==> config.mk <==
export PLATFORM = sky130hd
export DESIGN_NAME = multi_slot_watchdog_table
export DESIGN_NICKNAME = d
export VERILOG_FILES = /design/src/mswd_pkg.sv /design/src/mswd_out_reg.sv /design/src/multi_slot_watchdog_table.sv
export SDC_FILE = /design/constraint.sdc
export NUM_CORES = 2
export LEC_CHECK = 0
export BUFFER_PORTS_ARGS = -buffer_cell sky130_fd_sc_hd__buf_2
export CORE_MARGIN = 3
export CORE_UTILIZATION = 31
export DETAILED_ROUTE_END_ITERATION = 8
export MAX_ROUTING_LAYER = met4
export PLACE_DENSITY = 0.52
export SLEW_MARGIN = 20
export SYNTH_ARGS = -nofsm -noshare
export SYNTH_HDL_FRONTEND = slang
export SYNTH_SLANG_ARGS = --single-unit
==> constraint.sdc <==
create_clock -name clk -period 18.5 [get_ports clk]
set_clock_uncertainty 0.15 [all_clocks]
set_input_delay 0 -clock clk [delete_from_list [all_inputs] [get_ports clk]]
set_output_delay 0 -clock clk [all_outputs]
set_load 0.005 [all_outputs]
==> src/mswd_pkg.sv <==
`default_nettype none
package mswd_pkg;

	localparam logic [1:0] ACT_REGISTER   = 2'd0;
	localparam logic [1:0] ACT_UNREGISTER = 2'd1;
	localparam logic [1:0] ACT_ALIVE      = 2'd2;
	localparam logic [1:0] ACT_CHECK      = 2'd3;

	localparam logic [1:0] KIND_DONE     = 2'd0;
	localparam logic [1:0] KIND_ERROR    = 2'd1;
	localparam logic [1:0] KIND_EXCEEDED = 2'd2;
	localparam logic [1:0] KIND_CHECKED  = 2'd3;

	localparam logic CFG_CHECK_PERIOD = 1'b0;
	localparam logic CFG_REPORTING    = 1'b1;

	localparam logic [15:0] RESET_CHECK_PERIOD = 16'd100;

	typedef struct packed {
		logic [1:0]  kind;
		logic [3:0]  slot_out;
		logic [31:0] limit_out;
		logic [15:0] tag_out;
		logic        last;
	} result_t;

endpackage
`default_nettype wire

==> src/mswd_out_reg.sv <==
`default_nettype none
module mswd_out_reg
	import mswd_pkg::*;
(
	input  wire logic        clk,
	input  wire logic        arst_n,
	input  wire logic        load,
	input  wire result_t     load_data,
	output logic             free,
	output logic             m_tvalid,
	input  wire logic        m_tready,
	output logic [55:0]      m_tdata,  // slot_out, limit_out, tag_out, zero fill
	output logic [1:0]       m_tuser,  // kind
	output logic             m_tlast
);

	logic    valid_q;
	result_t data_q;

	assign free = !valid_q || m_tready;

	always_ff @(posedge clk or negedge arst_n) begin
		if (!arst_n) begin
			valid_q <= 1'b0;
		end else if (free) begin
			valid_q <= load;
		end
	end

	always_ff @(posedge clk) begin
		if (free && load) begin
			data_q <= load_data;
		end
	end

	assign m_tvalid = valid_q;
	assign m_tuser  = data_q.kind;
	assign m_tlast  = data_q.last;
	assign m_tdata  = {4'd0, data_q.tag_out, data_q.limit_out, data_q.slot_out};

endmodule
`default_nettype wire

==> src/multi_slot_watchdog_table.sv <==
// Channel   Direction  Handshake            Content
// s_*       in         s_tvalid / s_tready  tuser action; tdata slot, interval, tag, debugger
// m_*       out        m_tvalid / m_tready  tuser kind; tdata slot, limit, tag; tlast last
// cfg_*     in         cfg_we               cfg_index register, cfg_data value
//
// Register, unregister and alive are accepted in ST_IDLE and update the table in ST_EXEC.
// A check reads the slot memory once per slot, unless reporting is off, then ends in ST_FIN.
// Each reported slot and the final result wait while the output register is full.
// Reset clears the valid and fired flags, the block time, the state and the config registers; the slot
// memories are not cleared.
`default_nettype none
module multi_slot_watchdog_table
	import mswd_pkg::*;
#(
	parameter int NUM_SLOTS = 16
) (
	input  wire logic        clk,
	input  wire logic        arst_n,
	input  wire logic        s_tvalid,
	output logic             s_tready,
	input  wire logic [55:0] s_tdata,  // slot, max_interval_ms, caller_tag, debugger_present
	input  wire logic [1:0]  s_tuser,  // action
	output logic             m_tvalid,
	input  wire logic        m_tready,
	output logic [55:0]      m_tdata,  // slot_out, limit_out, tag_out, zero fill
	output logic [1:0]       m_tuser,  // kind
	output logic             m_tlast,
	input  wire logic        cfg_we,
	input  wire logic        cfg_index,
	input  wire logic [15:0] cfg_data
);

	localparam int SW = (NUM_SLOTS > 1) ? $clog2(NUM_SLOTS) : 1;
	localparam int CW = $clog2(NUM_SLOTS + 1);

	localparam logic [1:0] ST_IDLE = 2'd0;
	localparam logic [1:0] ST_EXEC = 2'd1;
	localparam logic [1:0] ST_CHK  = 2'd2;
	localparam logic [1:0] ST_FIN  = 2'd3;

	logic [1:0]           state_q;
	logic [15:0]          period_q;
	logic                 report_q;
	logic [31:0]          time_q;
	logic [NUM_SLOTS-1:0] valid_q;
	logic [NUM_SLOTS-1:0] fired_q;

	logic [1:0]  action_q;
	logic [3:0]  slot_q;
	logic [31:0] limit_q;
	logic [15:0] tag_q;
	logic        dbg_q;

	logic [CW-1:0] rd_idx_q;
	logic          ev_valid_s1;
	logic [SW-1:0] ev_idx_s1;

	logic [47:0] st_mem [NUM_SLOTS];
	logic [31:0] lim_mem [NUM_SLOTS];
	logic [47:0] st_rd_s1;
	logic [31:0] lim_rd_s1;

	logic          accept;
	logic          out_free;
	logic          out_load;
	result_t       out_data;
	logic          rd_done;
	logic          rd_en;
	logic          adv;
	logic          fire;
	logic          ev_live;
	logic [31:0]   stamp_eff;
	logic          st_we;
	logic [SW-1:0] st_waddr;
	logic [47:0]   st_wdata;
	logic          lim_we;
	logic [SW-1:0] idx;
	logic          in_rng;
	logic          cur_valid;
	logic          op_ok;

	assign s_tready = (state_q == ST_IDLE);
	assign accept   = s_tvalid && s_tready;

	assign idx       = SW'(slot_q);
	assign in_rng    = 32'(slot_q) < NUM_SLOTS;
	assign cur_valid = in_rng ? valid_q[idx] : 1'b0;

	always_comb begin
		case (action_q)
			ACT_REGISTER: op_ok = in_rng && !cur_valid;
			default:      op_ok = cur_valid;
		endcase
	end

	assign rd_done   = (rd_idx_q == CW'(NUM_SLOTS));
	assign ev_live   = ev_valid_s1 && valid_q[ev_idx_s1];
	assign stamp_eff = dbg_q ? time_q : st_rd_s1[47:16];
	assign fire      = ev_live && !fired_q[ev_idx_s1] &&
			((time_q - stamp_eff) > lim_rd_s1);
	assign adv       = (state_q == ST_CHK) && !(fire && !out_free);
	assign rd_en     = adv && !rd_done;

	always_comb begin
		out_load = 1'b0;
		out_data = '0;
		out_data.slot_out = slot_q;
		out_data.last     = 1'b1;
		out_data.kind     = op_ok ? KIND_DONE : KIND_ERROR;
		case (state_q)
			ST_EXEC: begin
				out_load = 1'b1;
			end
			ST_CHK: begin
				out_load           = fire;
				out_data.kind      = KIND_EXCEEDED;
				out_data.slot_out  = 4'(ev_idx_s1);
				out_data.limit_out = lim_rd_s1;
				out_data.tag_out   = st_rd_s1[15:0];
				out_data.last      = 1'b0;
			end
			ST_FIN: begin
				out_load          = 1'b1;
				out_data.kind     = KIND_CHECKED;
				out_data.slot_out = '0;
			end
			default: begin
				out_load = 1'b0;
			end
		endcase
	end

	always_comb begin
		st_we    = 1'b0;
		st_waddr = idx;
		st_wdata = {time_q, tag_q};
		lim_we   = 1'b0;
		if (state_q == ST_EXEC && out_free && op_ok) begin
			st_we  = (action_q == ACT_REGISTER) || (action_q == ACT_ALIVE);
			lim_we = (action_q == ACT_REGISTER);
		end else if (adv && ev_live && dbg_q) begin
			st_we    = 1'b1;
			st_waddr = ev_idx_s1;
			st_wdata = {time_q, st_rd_s1[15:0]};
		end
	end

	always_ff @(posedge clk) begin
		if (st_we) begin
			st_mem[st_waddr] <= st_wdata;
		end
		if (lim_we) begin
			lim_mem[idx] <= limit_q;
		end
		if (rd_en) begin
			st_rd_s1  <= st_mem[rd_idx_q[SW-1:0]];
			lim_rd_s1 <= lim_mem[rd_idx_q[SW-1:0]];
		end
	end

	always_ff @(posedge clk) begin
		if (accept) begin
			action_q <= s_tuser;
			slot_q   <= s_tdata[3:0];
			limit_q  <= s_tdata[35:4];
			tag_q    <= s_tdata[51:36];
			dbg_q    <= s_tdata[52];
		end
	end

	always_ff @(posedge clk or negedge arst_n) begin
		if (!arst_n) begin
			period_q <= RESET_CHECK_PERIOD;
			report_q <= 1'b1;
		end else if (cfg_we) begin
			case (cfg_index)
				CFG_CHECK_PERIOD: period_q <= cfg_data;
				CFG_REPORTING:    report_q <= cfg_data[0];
				default:          report_q <= report_q;
			endcase
		end
	end

	always_ff @(posedge clk or negedge arst_n) begin
		if (!arst_n) begin
			state_q     <= ST_IDLE;
			time_q      <= '0;
			valid_q     <= '0;
			fired_q     <= '0;
			rd_idx_q    <= '0;
			ev_valid_s1 <= 1'b0;
			ev_idx_s1   <= '0;
		end else begin
			case (state_q)
				ST_IDLE: begin
					rd_idx_q    <= '0;
					ev_valid_s1 <= 1'b0;
					if (accept) begin
						if (s_tuser == ACT_CHECK) begin
							time_q  <= time_q + 32'(period_q);
							state_q <= report_q ? ST_CHK : ST_FIN;
						end else begin
							state_q <= ST_EXEC;
						end
					end
				end
				ST_EXEC: begin
					if (out_free) begin
						state_q <= ST_IDLE;
						if (op_ok) begin
							case (action_q)
								ACT_REGISTER: begin
									valid_q[idx] <= 1'b1;
									fired_q[idx] <= 1'b0;
								end
								ACT_UNREGISTER: valid_q[idx] <= 1'b0;
								default:        valid_q[idx] <= 1'b1;
							endcase
						end
					end
				end
				ST_CHK: begin
					if (adv) begin
						if (fire) begin
							fired_q[ev_idx_s1] <= 1'b1;
						end
						ev_valid_s1 <= !rd_done;
						ev_idx_s1   <= rd_idx_q[SW-1:0];
						if (rd_done) begin
							state_q <= ST_FIN;
						end else begin
							rd_idx_q <= rd_idx_q + CW'(1);
						end
					end
				end
				ST_FIN: begin
					if (out_free) begin
						state_q <= ST_IDLE;
					end
				end
				default: state_q <= ST_IDLE;
			endcase
		end
	end

	mswd_out_reg u_out (
		.clk      (clk),
		.arst_n   (arst_n),
		.load     (out_load),
		.load_data(out_data),
		.free     (out_free),
		.m_tvalid (m_tvalid),
		.m_tready (m_tready),
		.m_tdata  (m_tdata),
		.m_tuser  (m_tuser),
		.m_tlast  (m_tlast)
	);

	a_idx_bound: assert property (@(posedge clk) disable iff (!arst_n)
		rd_idx_q <= CW'(NUM_SLOTS))
		else $error("slot walk ran past the table");

	a_fin_done: assert property (@(posedge clk) disable iff (!arst_n)
		(state_q == ST_FIN && out_free) |=> (state_q == ST_IDLE && m_tvalid && m_tlast))
		else $error("check did not end with a final transfer");

	a_fire_once: assert property (@(posedge clk) disable iff (!arst_n)
		(adv && fire) |=> fired_q[$past(ev_idx_s1)])
		else $error("reported slot not marked as fired");

	a_no_report_off: assert property (@(posedge clk) disable iff (!arst_n)
		(accept && s_tuser == ACT_CHECK && !report_q) |=> (state_q == ST_FIN))
		else $error("slots walked with reporting disabled");

endmodule
`default_nettype wire

Word-level counts from Yosys, hierarchy flattened. Memories as Yosys holds them, arrays and structs flattened. A register that Yosys moved wholly into a read port is not among the register bits. Cells that the tools add are included.

Bits in registers: 204. Latch bits: 0. Memory bits (writable): 1280. Memory bits (read-only): 0. Input bits: 80. Output and inout bits: 61. Word-level logic and storage cells: 134. Memories: 2.

$add $sub $neg: 3. Multiply operators: 0. Divide/modulo/power cells: 0. Magnitude comparators: 5. Eq/ne operators: 16. Shifts and indexed selects: 0. Multiplexer cells: 46. Bitwise operators: 6. Reduce and logical (&&, ||, !) cells: 36.

Memories: st_mem (words 16, bits a word 48, rd ports 1, clocked after Yosys merged registers in 1, wr ports 1, line multi_slot_watchdog_table.sv:58) `logic [47:0] st_mem [NUM_SLOTS];`; lim_mem (words 16, bits a word 32, rd ports 1, clocked after Yosys merged registers in 1, wr ports 1, line multi_slot_watchdog_table.sv:59) `logic [31:0] lim_mem [NUM_SLOTS];`.

Operators with widths (number): two-way mux 16 bit (8); adder 32 x 16 -> 32 bit (1); bitwise AND 16 bit (2); > comparator 32 bit (1); two-way mux 32 bit (1); bitwise OR 16 bit (2); one-hot mux 16 bit (2 select lines) (1); subtractor 32 bit (1); two-way mux 1 bit (17); NOT 16 bit (1); logical AND 1 bit (14); binary-select mux 1 bit (select 4 bit) (3); != test 2 bit (second input constant) (6); one-hot mux 6 bit (2 select lines) (1); less-than comparator 4 x 5 -> 1 bit (second input constant) (2); two-way mux 2 bit (5); two-way mux 5 bit (2); one-hot mux 5 bit (2 select lines) (1); AND reduction 3 bit (3); demux 1 bit (select 4 bit) (2); == test 2 bit (second input constant) (4); >= comparator 4 x 1 -> 1 bit (second input constant) (2); two-way mux 4 bit (2); AND reduction 2 bit (4); other kinds (14) (26).

Depth between registers and ports, before layout.
Depth in word-level cells: 14. Depth in mapped cells: 23. Mapped depth without buffers: 21.

By module. Synthesis repeated with hierarchy kept, for this count alone.

Cell total of the unflattened synthesis: 2949. Area, all modules: 62163.4 um2.

By module, submodules not included: multi_slot_watchdog_table (instances 1, cells each 2885, area an instance 60424.2 um2, seq. area each 44823.0 um2); mswd_out_reg (instances 1, cells each 64, area an instance 1739.2 um2, seq. area each 1676.6 um2).

Least setup slack after synthesis. Ideal clock, no wire load.

Kind: reg-to-reg. Start point: register dbg_q. End point: register ev_valid_s1. Library setup time: 0.108 ns. Arrival: 10.676 ns. Data required time: 18.242 ns. Path slack: 7.566 ns. Stages on the path, launching flop included: 23. Path buffers: 3. Clock period less this slack: 10.934 ns. Path through: edfxtp_1 -> clkbuf_1 -> clkbuf_1 -> mux2i_1 -> ha_1 -> a21oi_1 -> o21ai_0 -> a211o_1 -> a211o_1 -> a21oi_1 -> o21ai_0 -> or4_1 -> nand3_1 -> ha_1 -> o21ai_0 -> nand2b_1 -> and3_1 -> a211oi_1 -> and3_1 -> a211oi_4 -> buf_2 -> nor3_1 -> o21bai_1.

Longest elaborated chain between the ends: 9.

RTL lines: start: declaration (line multi_slot_watchdog_table.sv:52) `logic dbg_q;`; start signal: assignment (line multi_slot_watchdog_table.sv:167) `dbg_q <= s_tdata[52];`; two-way mux 32 bit (line multi_slot_watchdog_table.sv:98) `assign stamp_eff = dbg_q ? time_q : st_rd_s1[47:16];`; subtractor 32 bit (line multi_slot_watchdog_table.sv:100) `((time_q - stamp_eff) > lim_rd_s1);`; > comparator 32 bit (line multi_slot_watchdog_table.sv:100); logical AND 1 bit (line multi_slot_watchdog_table.sv:99) `assign fire = ev_live && !fired_q[ev_idx_s1] &&`; logical AND 1 bit (line multi_slot_watchdog_table.sv:101) `assign adv = (state_q == ST_CHK) && !(fire && !out_free);`; logical NOT 1 bit (line multi_slot_watchdog_table.sv:101); logical AND 1 bit (line multi_slot_watchdog_table.sv:101); != test 2 bit (no line); AND reduction 2 bit (no line); end signal: assignment (line multi_slot_watchdog_table.sv:227) `ev_valid_s1 <= !rd_done;`; end: declaration (line multi_slot_watchdog_table.sv:55) `logic ev_valid_s1;`.

No other way between the ends. A chain may end at the register's enable or synchronous reset.

Worst setup path after layout.
Start point: register dbg_q. End point: memory st_mem[0][19] (enable).

Longest elaborated chain between the ends: 13. Elaborated cells on any way between the ends: 15. Those cells by class: add/sub (1); order compare (1); mux (7); reduce/logical (6).

RTL lines: two-way mux 32 bit (line multi_slot_watchdog_table.sv:98); subtractor 32 bit (line multi_slot_watchdog_table.sv:100); > comparator 32 bit (line multi_slot_watchdog_table.sv:100); logical AND 1 bit (line multi_slot_watchdog_table.sv:99); logical AND 1 bit (line multi_slot_watchdog_table.sv:101); logical NOT 1 bit (line multi_slot_watchdog_table.sv:101); logical AND 1 bit (line multi_slot_watchdog_table.sv:101); logical AND 1 bit (line multi_slot_watchdog_table.sv:141) `end else if (adv && ev_live && dbg_q) begin`; logical AND 1 bit (*) (line multi_slot_watchdog_table.sv:141); two-way mux 1 bit (line multi_slot_watchdog_table.sv:141); two-way mux 1 bit (line multi_slot_watchdog_table.sv:138) `if (state_q == ST_EXEC && out_free && op_ok) begin`; two-way mux 1 bit (line multi_slot_watchdog_table.sv:149) `if (st_we) begin`; two-way mux 1 bit (implied by the code) (line multi_slot_watchdog_table.sv:150) `st_mem[st_waddr] <= st_wdata;`; end: declaration (line multi_slot_watchdog_table.sv:58).

Every way passes the cells marked *; elsewhere a longest branch is shown, timed or not.

==> impl_summary.md <==
Timing
At the pin with the least slew margin, the transition time is 1.05 ns. Setup repair after global routing left no endpoint under its margin. The hold violation total from the final report is 0.

The smallest clock period supported by the final layout is computed as 8.44 ns. The final setup slack of the worst path is 10.06 ns. Setup violations remaining at the end of the flow were counted as 0. In this run the tightest slew margin relative to its limit is 0.295. The count of final max-slew check failures is 0. The ratio of final minimum period to clock period is 0.456.

On the final layout, the worst hold slack is 0.114 ns. The achievable frequency is 0.119 GHz. The setup TNS after final layout is 0 ns.

Clock network
TritonCTS built the clock tree. Clock-pin slew was measured on the worst setup and hold paths at 0.06 ns. The source-to-sink clock delay at the later pin of the worst-skew pair is 0.81 ns. The clock passes through at most 3 buffers. The depth of the CTS H-tree is 4. The post-cts repair resize count is 0. The tree is rooted in a sky130_fd_sc_hd__clkbuf_16. The post-cts hold buffer count is 171.

The number of buffers added by the clock tree synthesis step is 164. The clock drives 1564 sinks. The number of buffers added for setup after CTS is 0.

Min path
The min-delay analysis places its worst path in the category primary input to flip-flop. The depth of the worst hold-timing path is 4. The start point of the worst min-delay path is m_tready.

Placed design
The worst setup timing slack at the placement stage is 10.17 ns. Detailed placement finished with a half-perimeter wire length of 85300 µm. Buffers placed on the I/O ports in this run total 133. The weighted congestion at the end of routability-driven global placement is 0.856.

Synthesis
In this run, synthesis produced a sequential element count of 1564. The sequential fraction of the synthesis area is 0.747. After synthesis, the cell types taking the most area are sky130_fd_sc_hd__edfxtp_1, sky130_fd_sc_hd__mux4_2, sky130_fd_sc_hd__dfrtp_1. Synthesis produced 2977 cells. After synthesis, the share of flip-flops with an asynchronous set or reset is 0.0601.

The commonest cells after synthesis are sky130_fd_sc_hd__edfxtp_1, sky130_fd_sc_hd__mux4_2, sky130_fd_sc_hd__clkbuf_1, sky130_fd_sc_hd__nor2_1, sky130_fd_sc_hd__dfrtp_1. The count of unique library cells instantiated by Yosys is 67. Yosys printed 0 warnings. The most frequent cell after synthesis is sky130_fd_sc_hd__edfxtp_1. In this run, synthesis inferred 1470 flip-flops with an integrated enable. The cell area after technology mapping is 62300 µm². The area share of the largest cell type after synthesis is 0.709. A synthesized cell averages 20.9 µm². The most used flip-flop cell after synthesis is sky130_fd_sc_hd__edfxtp_1. The dominant cell type by area after synthesis is sky130_fd_sc_hd__edfxtp_1.

Global route
The wire length of the first global-routing pass is 225000 µm. The total congestion overflow after global routing is 0. The via count of the first global-routing pass is 31400.

Entering global routing, the biggest net connects 78 pins. The number of antenna violations at the first check in global routing was 2. The global-route usage over all layers is 0.154.

Power
Of the total power, the share spent switching nets is 0.299. The relative contribution of combinational cells to total power is 0.253. Of the total power, the clock network draws 0.301. For this design the total switching power over the nets is 0.00310 W. The portion of total power attributed to sequential cells is 0.446. The internal portion of the total power is 0.00727 W.

The analysis attributes to cell leakage a power of 23.9 nW. The power density over the cells is 141 nW/µm². VDD sags by at most 108 µV.

Drt
For this run, design rule violations remaining after detail routing come to 0. The count of nets left with antenna violations once routing finished came out at 0. The detailed router finished its first iteration with 2491 violations.

After detailed routing, the average wire length per cell comes to 25.2 µm. The total via count in the routed design is 30200. The pre-antenna-repair detailed-routing pass consisted of 6 iterations. Using the TritonRoute via totals, the vias-per-cell ratio works out to 4.92. The final layout contains routed wiring with a total length of 155000 µm.

Worst setup path
STA classifies the critical path endpoint as a flip-flop. The endpoint arrival time on the critical path is 8.70 ns. The critical path starts at dbg_q$_DFFE_PP_. The setup check on the worst reg-to-reg path leaves a slack of 10.06 ns. The sort of element at the start of the critical path is a flip-flop. For the worst flop-to-flop path, the logic depth is 23. The capture point of the worst reg-to-reg path is st_mem[0][19]$_DFFE_PP_. The startpoint identified for the worst register-to-register timing path is dbg_q$_DFFE_PP_. In this run the worst setup path terminates at st_mem[0][19]$_DFFE_PP_.

In this run the worst path has a maximum fanout of 36. The critical path is of the flip-flop to flip-flop type. STA puts the critical path data required time at 18.76 ns.

Floorplan
From bottom edge to top edge, the die measures 454 µm. The count of pins on the block boundary is 141. The horizontal extent of the die is 454 µm. The standard cell core area is 198000 µm². The overall die area is 206000 µm². The number of placement rows is 163.

The effective utilization at floorplan is 0.314.

Finish
The final net count is 3538. The area occupied by multi-input gates is 15300 µm². Registers take 46500 µm². The share of final-layout standard cells stronger than drive strength 1 is 0.266.

The growth of design area from synthesis to finish is 17.8%. Fill cells in the final layout number 18100.

Flow run
Across the run, the number of max-cap violations was 0.

Run status
The flow ran to the end, and the final reports show no timing, DRC or antenna violations.
==> registers in the layout, indices dropped and copies added (netlist names), 2 cells and up, named ones only <==
| signal | flops |
|---|---|
| st_mem | 768 |
| lim_mem | 512 |
| u_out.m_tdata | 52 |
| st_rd_s1 | 48 |
| lim_rd_s1 | 32 |
| limit_q | 32 |
| time_q | 32 |
| fired_q | 16 |
| period_q | 16 |
| tag_q | 16 |
| rd_idx_q | 5 |
| ev_idx_s1 | 4 |
| idx | 4 |
| action_q | 2 |
| state_q | 2 |
| u_out.m_tuser | 2 |
==> power groups by stage <==
| stage | clock network, W | registers (W) | logic [W] |
|---|---|---|---|
| after floorplan | 0 | 0.00455 | 0.00187 |
| after global placement | 0 | 0.00470 | 0.00262 |
| after detailed placement | 0 | 0.00470 | 0.00262 |
| after CTS | 0.00321 | 0.00464 | 0.00267 |
| after global routing | 0.00335 | 0.00467 | 0.00287 |
| final | 0.00312 | 0.00463 | 0.00262 |
==> critical path, cell delays in order (launching register included) <==
cell and delay, ns:
sky130_fd_sc_hd__edfxtp_1 0.32, sky130_fd_sc_hd__buf_4 0.50, sky130_fd_sc_hd__mux2i_1 0.34, sky130_fd_sc_hd__ha_1 0.31, sky130_fd_sc_hd__a21oi_1 0.27, sky130_fd_sc_hd__o21ai_0 0.17, sky130_fd_sc_hd__o21ai_0 0.62, sky130_fd_sc_hd__nand3_1 0.26
sky130_fd_sc_hd__a41oi_1 0.47, sky130_fd_sc_hd__o2111ai_1 0.19, sky130_fd_sc_hd__a21oi_1 0.20, sky130_fd_sc_hd__xor2_1 0.11, sky130_fd_sc_hd__ha_1 0.33, sky130_fd_sc_hd__nand4_1 0.14, sky130_fd_sc_hd__nor3_1 0.35, sky130_fd_sc_hd__nor3b_1 0.23
sky130_fd_sc_hd__buf_4 0.19, sky130_fd_sc_hd__o311ai_0 0.15, sky130_fd_sc_hd__and3_1 0.36, sky130_fd_sc_hd__a211oi_4 0.94, sky130_fd_sc_hd__nor2_2 0.22, sky130_fd_sc_hd__buf_4 0.32, sky130_fd_sc_hd__a2bb2o_4 0.36, sky130_fd_sc_hd__buf_4 0.41
==> stage by stage <==
| step | utilization | area [µm²] | std cells | power, W |
|---|---|---|---|---|
| detailed placement | 0.335 | 66600 | 5677 | 0.00733 |
| finish | 0.370 | 73400 | 6145 | 0.0104 |
| CTS | 0.370 | 73300 | 6144 | 0.0105 |
| global route | 0.370 | 73400 | 6145 | 0.0109 |
| global placement | 0.335 | 66600 | 5677 | 0.00731 |
| floorplan | - | 62300 | 2980 | 0.00642 |
==> worst min-delay path by stage <==
| stage | end | slack (ns) |
|---|---|---|
| after floorplan | asynchronous set/reset pin | -0.45 |
| after global placement | period_q[12]$_DFFE_PN0P_ | -0.16 |
| after detailed placement | period_q[10]$_DFFE_PN0P_ | -0.16 |
| after CTS | u_out.m_tvalid$_DFFE_PN0N_ | 0.03 |
| after global routing | u_out.m_tvalid$_DFFE_PN0N_ | 0.10 |
| final | u_out.m_tvalid$_DFFE_PN0N_ | 0.11 |
==> layout make-up <==
class                      instances  area share
tap                             2640      0.0450
inverter                          61     0.00312
antenna                            1   0.0000341
timing repair buffer             372      0.0397
clock buffer                     207      0.0591
sequential                      1564       0.634
clock inverter                    89     0.00986
multi-input combinational       1211       0.209
==> per-layer routing <==
metal / track usage / part of all wire / vias up
met5: - / 0 / -
met2: 0.255 / 0.51 / 657
met1: 0.199 / 0.43 / 16300
met4: 0.0428 / 0.023 / 0
met3: 0.0228 / 0.039 / 181
li1: - / - / 13100
==> cell families after synthesis <==
logic type,synth area share
AO/OA/AOI/OAI,0.0223
flip-flops,0.747
buffers and inverters,0.0129
other,0.0000602
AND/OR/NAND/NOR,0.0281
XOR/XNOR,0.00816
adder cells (fa/ha/maj),0.0171
multiplexers,0.165
==> cells in the final DEF, fill, tap and decap left out, types with 7 or more instances in the layout <==
cell / instances
sky130_fd_sc_hd__edfxtp_1: 1470
sky130_fd_sc_hd__mux4_2: 415
sky130_fd_sc_hd__dlygate4sd3_1: 170
sky130_fd_sc_hd__clkbuf_16: 165
sky130_fd_sc_hd__buf_2: 132
sky130_fd_sc_hd__dfrtp_1: 86
sky130_fd_sc_hd__nor2_1: 82
sky130_fd_sc_hd__ha_1: 82
sky130_fd_sc_hd__nand2_1: 81
sky130_fd_sc_hd__buf_4: 68
sky130_fd_sc_hd__o21ai_0: 61
sky130_fd_sc_hd__inv_1: 60
sky130_fd_sc_hd__a21oi_1: 49
sky130_fd_sc_hd__clkinv_1: 40
sky130_fd_sc_hd__xnor2_1: 39
sky130_fd_sc_hd__clkbuf_1: 37
sky130_fd_sc_hd__mux2_2: 34
sky130_fd_sc_hd__nand3_1: 33
sky130_fd_sc_hd__mux2i_1: 31
sky130_fd_sc_hd__clkinv_2: 22
sky130_fd_sc_hd__a21o_1: 21
sky130_fd_sc_hd__mux2_1: 20
sky130_fd_sc_hd__and2_1: 20
sky130_fd_sc_hd__xor2_1: 19
sky130_fd_sc_hd__nand4_1: 18
sky130_fd_sc_hd__nor2_4: 17
sky130_fd_sc_hd__nor3_1: 13
sky130_fd_sc_hd__and3_1: 13
sky130_fd_sc_hd__or4_1: 13
sky130_fd_sc_hd__nand2b_1: 11
sky130_fd_sc_hd__nand3b_1: 9
sky130_fd_sc_hd__nor2b_1: 9
sky130_fd_sc_hd__o21ai_4: 9
sky130_fd_sc_hd__a31oi_1: 8
sky130_fd_sc_hd__o21a_1: 7
sky130_fd_sc_hd__o41ai_1: 7
(Power assumes the default switching activity.)
